### config.mk
export PLATFORM = sky130hd
export DESIGN_NAME = pfb_ctrl
export DESIGN_NICKNAME = d
export VERILOG_FILES = /design/src/design/pfb_pkg.sv /design/src/design/pfb_ctrl.sv
export SDC_FILE = /design/constraint.sdc
export NUM_CORES = 1
export LEC_CHECK = 0
export ABC_AREA = 0
export CAP_MARGIN = 20
export CORE_AREA = 2 2 39 41
export DETAILED_ROUTE_END_ITERATION = 8
export DIE_AREA = 0 0 41 43
export DONT_BUFFER_PORTS = 1
export GPL_ROUTABILITY_DRIVEN = 0
export MAX_ROUTING_LAYER = met4
export PLACE_DENSITY = 0.3
export SLEW_MARGIN = 10
export SYNTH_ARGS = -nofsm -noshare
export SYNTH_HDL_FRONTEND = slang
export SYNTH_SLANG_ARGS = --single-unit
### constraint.sdc
create_clock -name clk -period 1.27 [get_ports clk]
set_input_delay 0.254 -clock clk [delete_from_list [all_inputs] [get_ports clk]]
set_output_delay 0.254 -clock clk [all_outputs]
set_load 0.005 [all_outputs]
### src/design/pfb_pkg.sv
// Shared types and constants for the page framebuffer I2C flusher.
package pfb_pkg;

  localparam int MAX_COLUMNS_DEF = 128;
  localparam int MAX_PAGES_DEF   = 8;

  localparam int PADDR_W = 3;
  localparam int PDATA_W = 32;
  localparam int CNT_W   = 9;
  localparam int PG_W    = 4;

  localparam logic [7:0] CTRL_CMD     = 8'h80;
  localparam logic [7:0] CTRL_DATA    = 8'hC0;
  localparam logic [7:0] CTRL_LAST    = 8'h40;
  localparam logic [7:0] PAGE_SELECT  = 8'hB0;
  localparam logic [7:0] COL_HIGH_CMD = 8'h10;
  localparam logic [7:0] NIBBLE       = 8'h0F;

  localparam logic [7:0] COLS_RESET  = 8'd128;
  localparam logic [3:0] PAGES_RESET = 4'd8;

  typedef enum logic {
    REG_COLUMNS = 1'b0,
    REG_PAGES   = 1'b1
  } reg_index_t;

  typedef enum logic [1:0] {
    CMD_DRAW  = 2'd0,
    CMD_FLUSH = 2'd1,
    CMD_NEXT  = 2'd2
  } cmd_code_t;

  typedef enum logic [1:0] {
    ST_CLEAR,
    ST_IDLE,
    ST_DRAW,
    ST_FETCH
  } state_t;

  typedef struct packed {
    logic clear_write;
    logic accept_draw;
    logic accept_flush;
    logic accept_next;
    logic draw_write;
    logic load_out;
  } ctrl_cmd_t;

  typedef struct packed {
    logic clear_last;
    logic pixel_ok;
    logic flushing;
    logic out_valid;
  } dpath_status_t;

endpackage

### src/design/pfb_ctrl.sv
// Controller state machine for the page framebuffer I2C flusher.
module pfb_ctrl (
  input  logic                  clk,
  input  logic                  rst,
  input  logic                  in_valid,
  input  logic [1:0]            command,
  input  pfb_pkg::dpath_status_t status,
  output logic                  in_stall,
  output pfb_pkg::ctrl_cmd_t    cmd
);
  import pfb_pkg::*;

  state_t state;
  state_t state_next;

  always_ff @(posedge clk) begin
    if (rst) begin
      state <= ST_CLEAR;
    end else begin
      state <= state_next;
    end
  end

  always_comb begin
    state_next = state;
    cmd        = '0;
    in_stall   = 1'b1;
    case (state)
      ST_CLEAR: begin
        cmd.clear_write = 1'b1;
        if (status.clear_last) begin
          state_next = ST_IDLE;
        end
      end
      ST_IDLE: begin
        in_stall = status.out_valid;
        if (in_valid && !status.out_valid) begin
          case (command)
            CMD_DRAW: begin
              cmd.accept_draw = 1'b1;
              if (status.pixel_ok) begin
                state_next = ST_DRAW;
              end
            end
            CMD_FLUSH: begin
              cmd.accept_flush = 1'b1;
            end
            CMD_NEXT: begin
              if (status.flushing) begin
                cmd.accept_next = 1'b1;
                state_next      = ST_FETCH;
              end
            end
            default: begin
            end
          endcase
        end
      end
      ST_DRAW: begin
        cmd.draw_write = 1'b1;
        state_next     = ST_IDLE;
      end
      ST_FETCH: begin
        cmd.load_out = 1'b1;
        state_next   = ST_IDLE;
      end
      default: begin
        state_next = ST_IDLE;
      end
    endcase
  end

endmodule

==> results by group <==
Yosys
  – Post-synthesis net count: 25
  – Yosys cell types: 14
  – Synth Flop Type: dfxtp_1
  – Ys async rst share: 0%
  – Post-Syn Area: 156 um^2
  – Synth area leaders: dfxtp_1 26%, nand4bb_4 18%, a2111oi_2 9.6%
  – Synth Area per Inst: roughly 10 um^2
  – Most frequent cells after synthesis: 2 x dfxtp_1, 2 x nor3_1
  – Post-synthesis adder-cell area fraction: 0%
  – Mux share of post-synthesis cell area: 0%
  – Post-synth EDFFs: 0
  – Post-Synth XOR/XNOR Area: 0%
  – Synth Warn #: 0
  – Main combinational cell family by area after synthesis: simple AND/OR/NAND/NOR gates
  – Leading area contributor after synthesis: dfxtp_1
  – Seq/Total Area, Yosys: 25.6%
  – Post-synthesis instance total: 16
  – Post-synthesis simple-gate area fraction: roughly 56%
  – Area fraction of the dominant cell type after synthesis: between 20 and 30%
  – Post-synthesis compound-gate area fraction: 16.0%
  – Yosys reg bits: 2

Hold path
  – Worst min path class: in2reg
  – Hold Startpoint: rst
  – Min-Delay Endpoint: state[1]
  – Hold path depth: 1

STA
  – Final WS setup: -0.0108 ns
  – RSZ-0062 raised after global routing: true
  – Rel. slew slack: 84.3%
  – Worst slew pin tran: 0.235 ns
  – Setup TNS Final: -0.0146 ns
  – Min Tclk post-route: roughly 1.3 ns
  – Max-slew violations: 0
  – Worst Skew: 0.000134 ns
  – Final hold vios: 0
  – Maximum clock rate: roughly 0.78 GHz
  – Crit share post-route: 101%
  – Setup-failing EPs final: 2

CTS
  – Clock tree buffer depth: 2
  – H-Tree Level Count: 1
  – Clock sink total: 2
  – Clock-pin slew on the worst setup and hold paths: 0.03 ns
  – CTS Root Cell: clkbuf_4
  – CTS Hold Bufs: 0
  – CTS Buf Count: 3
  – CTS tree: done
  – Clk Latency, worst-skew pair: around 0.22 ns

Die
  – Full die area: 1760 um^2
  – Initial Util: 11.3%
  – Top Ports: 16
  – Die Wd: 41 um
  – Core ar.: 1380 um^2
  – FP Rows: 14
  – Die Y: 43 um

Final layout
  – Nets@finish: 32
  – Filler instances: 154
  – Layout cells sized above 1: ~57%
  – Max FFs per register: 2
  – Largest regs: state: 2 flops
  – Layout area overhead: 53.6%
  – Top reg by flops: state
  – Post-route insts no fill: 37
  – Ant diodes: 0

Critical path
  – R2R setup slack: 0.10 ns
  – Worst R2R End: state[1]
  – Critical R2R Launch: state[1]
  – CP max FO: 6
  – Reg2Reg Depth: 4
  – CP required: 1.02 ns
  – Startpoint types: flop
  – Crit path DAT: 1.03 ns
  – Worst setup path category: reg2out
  – Nature of the critical path endpoint: output pin

GRT
  – Initial antenna violation count: 0
  – Pin count of the biggest net entering global routing: 7
  – Number of global-route vias before repair: roughly 150
  – GRT overflow: 0
  – Total GRT Usage: 5.54%
  – Global-route wire length before repair: about 540 um

Route
  – DRT antenna net count: 0
  – DRT iter0 DRCs: 1
  – Wire per inst: between 10 and 15 um
  – Via count: 151
  – Final wirelength: roughly 420 um
  – DRT Pass-1 Iters: 2
  – Drc violations: 0
  – Via-to-Cell Ratio: 4.08

Pwr
  – Peak supply drop: between 0.3 and 0.4 mV
  – Leakage: 0.0000833 uW
  – Power Density: between 900 and 1000 nW/um^2

Placed design
  – Cell total after placement: 32
  – Input/output buffers: 0

Outcome
  – Failing checks: setup timing
  – Status: finished with violations

Job
  – # Max-Cap Violations: 0
[cell usage in the layout (no fill, tap or decap)]
| cell type | Yosys | final |
|---|---|---|
| nand4bb_4 | 1 | 1 |
| and2_1 | 1 | 1 |
| nor2_1 | 1 | 1 |
| nand2_1 | 1 | 1 |
| nand2b_1 | 1 | 1 |
| buf_4 | 0 | 2 |
| and2b_1 | 1 | 1 |
| or3_1 | 1 | 1 |
| o311a_1 | 1 | 1 |
| nor3b_2 | 0 | 1 |
| clkbuf_4 | 0 | 3 |
| inv_1 | 1 | 1 |
| dfxtp_2 | 0 | 1 |
| dfxtp_4 | 0 | 1 |
| nor3_4 | 0 | 1 |
| or3b_1 | 1 | 1 |
| a2111oi_2 | 1 | 1 |
| nor3_2 | 0 | 1 |
[how the worst max path moves through the flow]
| stage | startpoint | endpoint | slack (ns) | depth (start not counted) |
|---|---|---|---|---|
| global route | state[1] | cmd[2] | -0.06 | 2 |
| CTS | state[1] | cmd[2] | -0.007 | 2 |
| floorplan | state[0] | cmd[3] | 0.23 | 2 |
| finish | state[1] | cmd[3] | -0.01 | 2 |
| global placement | state[0] | cmd[3] | 0.15 | 2 |
| detailed placement | state[0] | cmd[3] | 0.14 | 2 |
[power by group]
group	leakage, uW	switching, uW	internal, uW
sequential	0.0000175	4.41	65.7
clock	0.0000138	36.9	104
combinational	0.0000520	11.1	14.2
[timing repair]
| item | CTS | global route |
|---|---|---|
| pin swaps | 1 | 0 |
| gates resized for setup | 4 | 3 |
| setup endpoints to repair | 4 | 4 |
| buffers inserted | 1 | 1 |
[metal layers]
layer	track usage (%)	routed length (um)	up-vias
met5	-	0	-
met4	8.00	0	0
met3	3.66	84	0
met2	5.63	181	16
met1	5.43	154	63
li1	-	-	72
[logic make-up (layout without fill, tap and decap cells)]
kind of cell,after synthesis,count (layout)
flops,2,2
compound gates,2,2
simple gates,11,11
buf+inv,1,6
[area by class of cell]
cell class	instances	area (um^2)	area share, %
Multi-Input combinational cell	13	134	55.7
Sequential cell	2	45.0	18.8
Clock buffer	3	22.5	9.38
Tap cell	16	20.0	8.33
Timing Repair Buffer	2	15.0	6.25
Inverter	1	3.75	1.56
[per-stage QoR]
stage / utilization [%] / total power [uW] / area (um^2) / hold slack, ns / setup slack, ns
final: 17.4 / 237 / 240 / 0.0918 / -0.0108
after global routing: 17.4 / 260 / 240 / 0.0836 / -0.0646
after CTS: 15.8 / 244 / 219 / 0.0838 / -0.00700
after detailed placement: 12.7 / 91.2 / 176 / 0.333 / 0.136
after global placement: 12.7 / 89.9 / 176 / 0.331 / 0.153
after floorplan: - / 87.5 / 156 / 0.330 / 0.230
[worst max-delay path: stages (launching register included)]
cell and delay, ns:
dfxtp_2 0.33, nand4bb_4 0.25, nor3b_2 0.22
No activity file was read; power rests on OpenSTA's default activity.
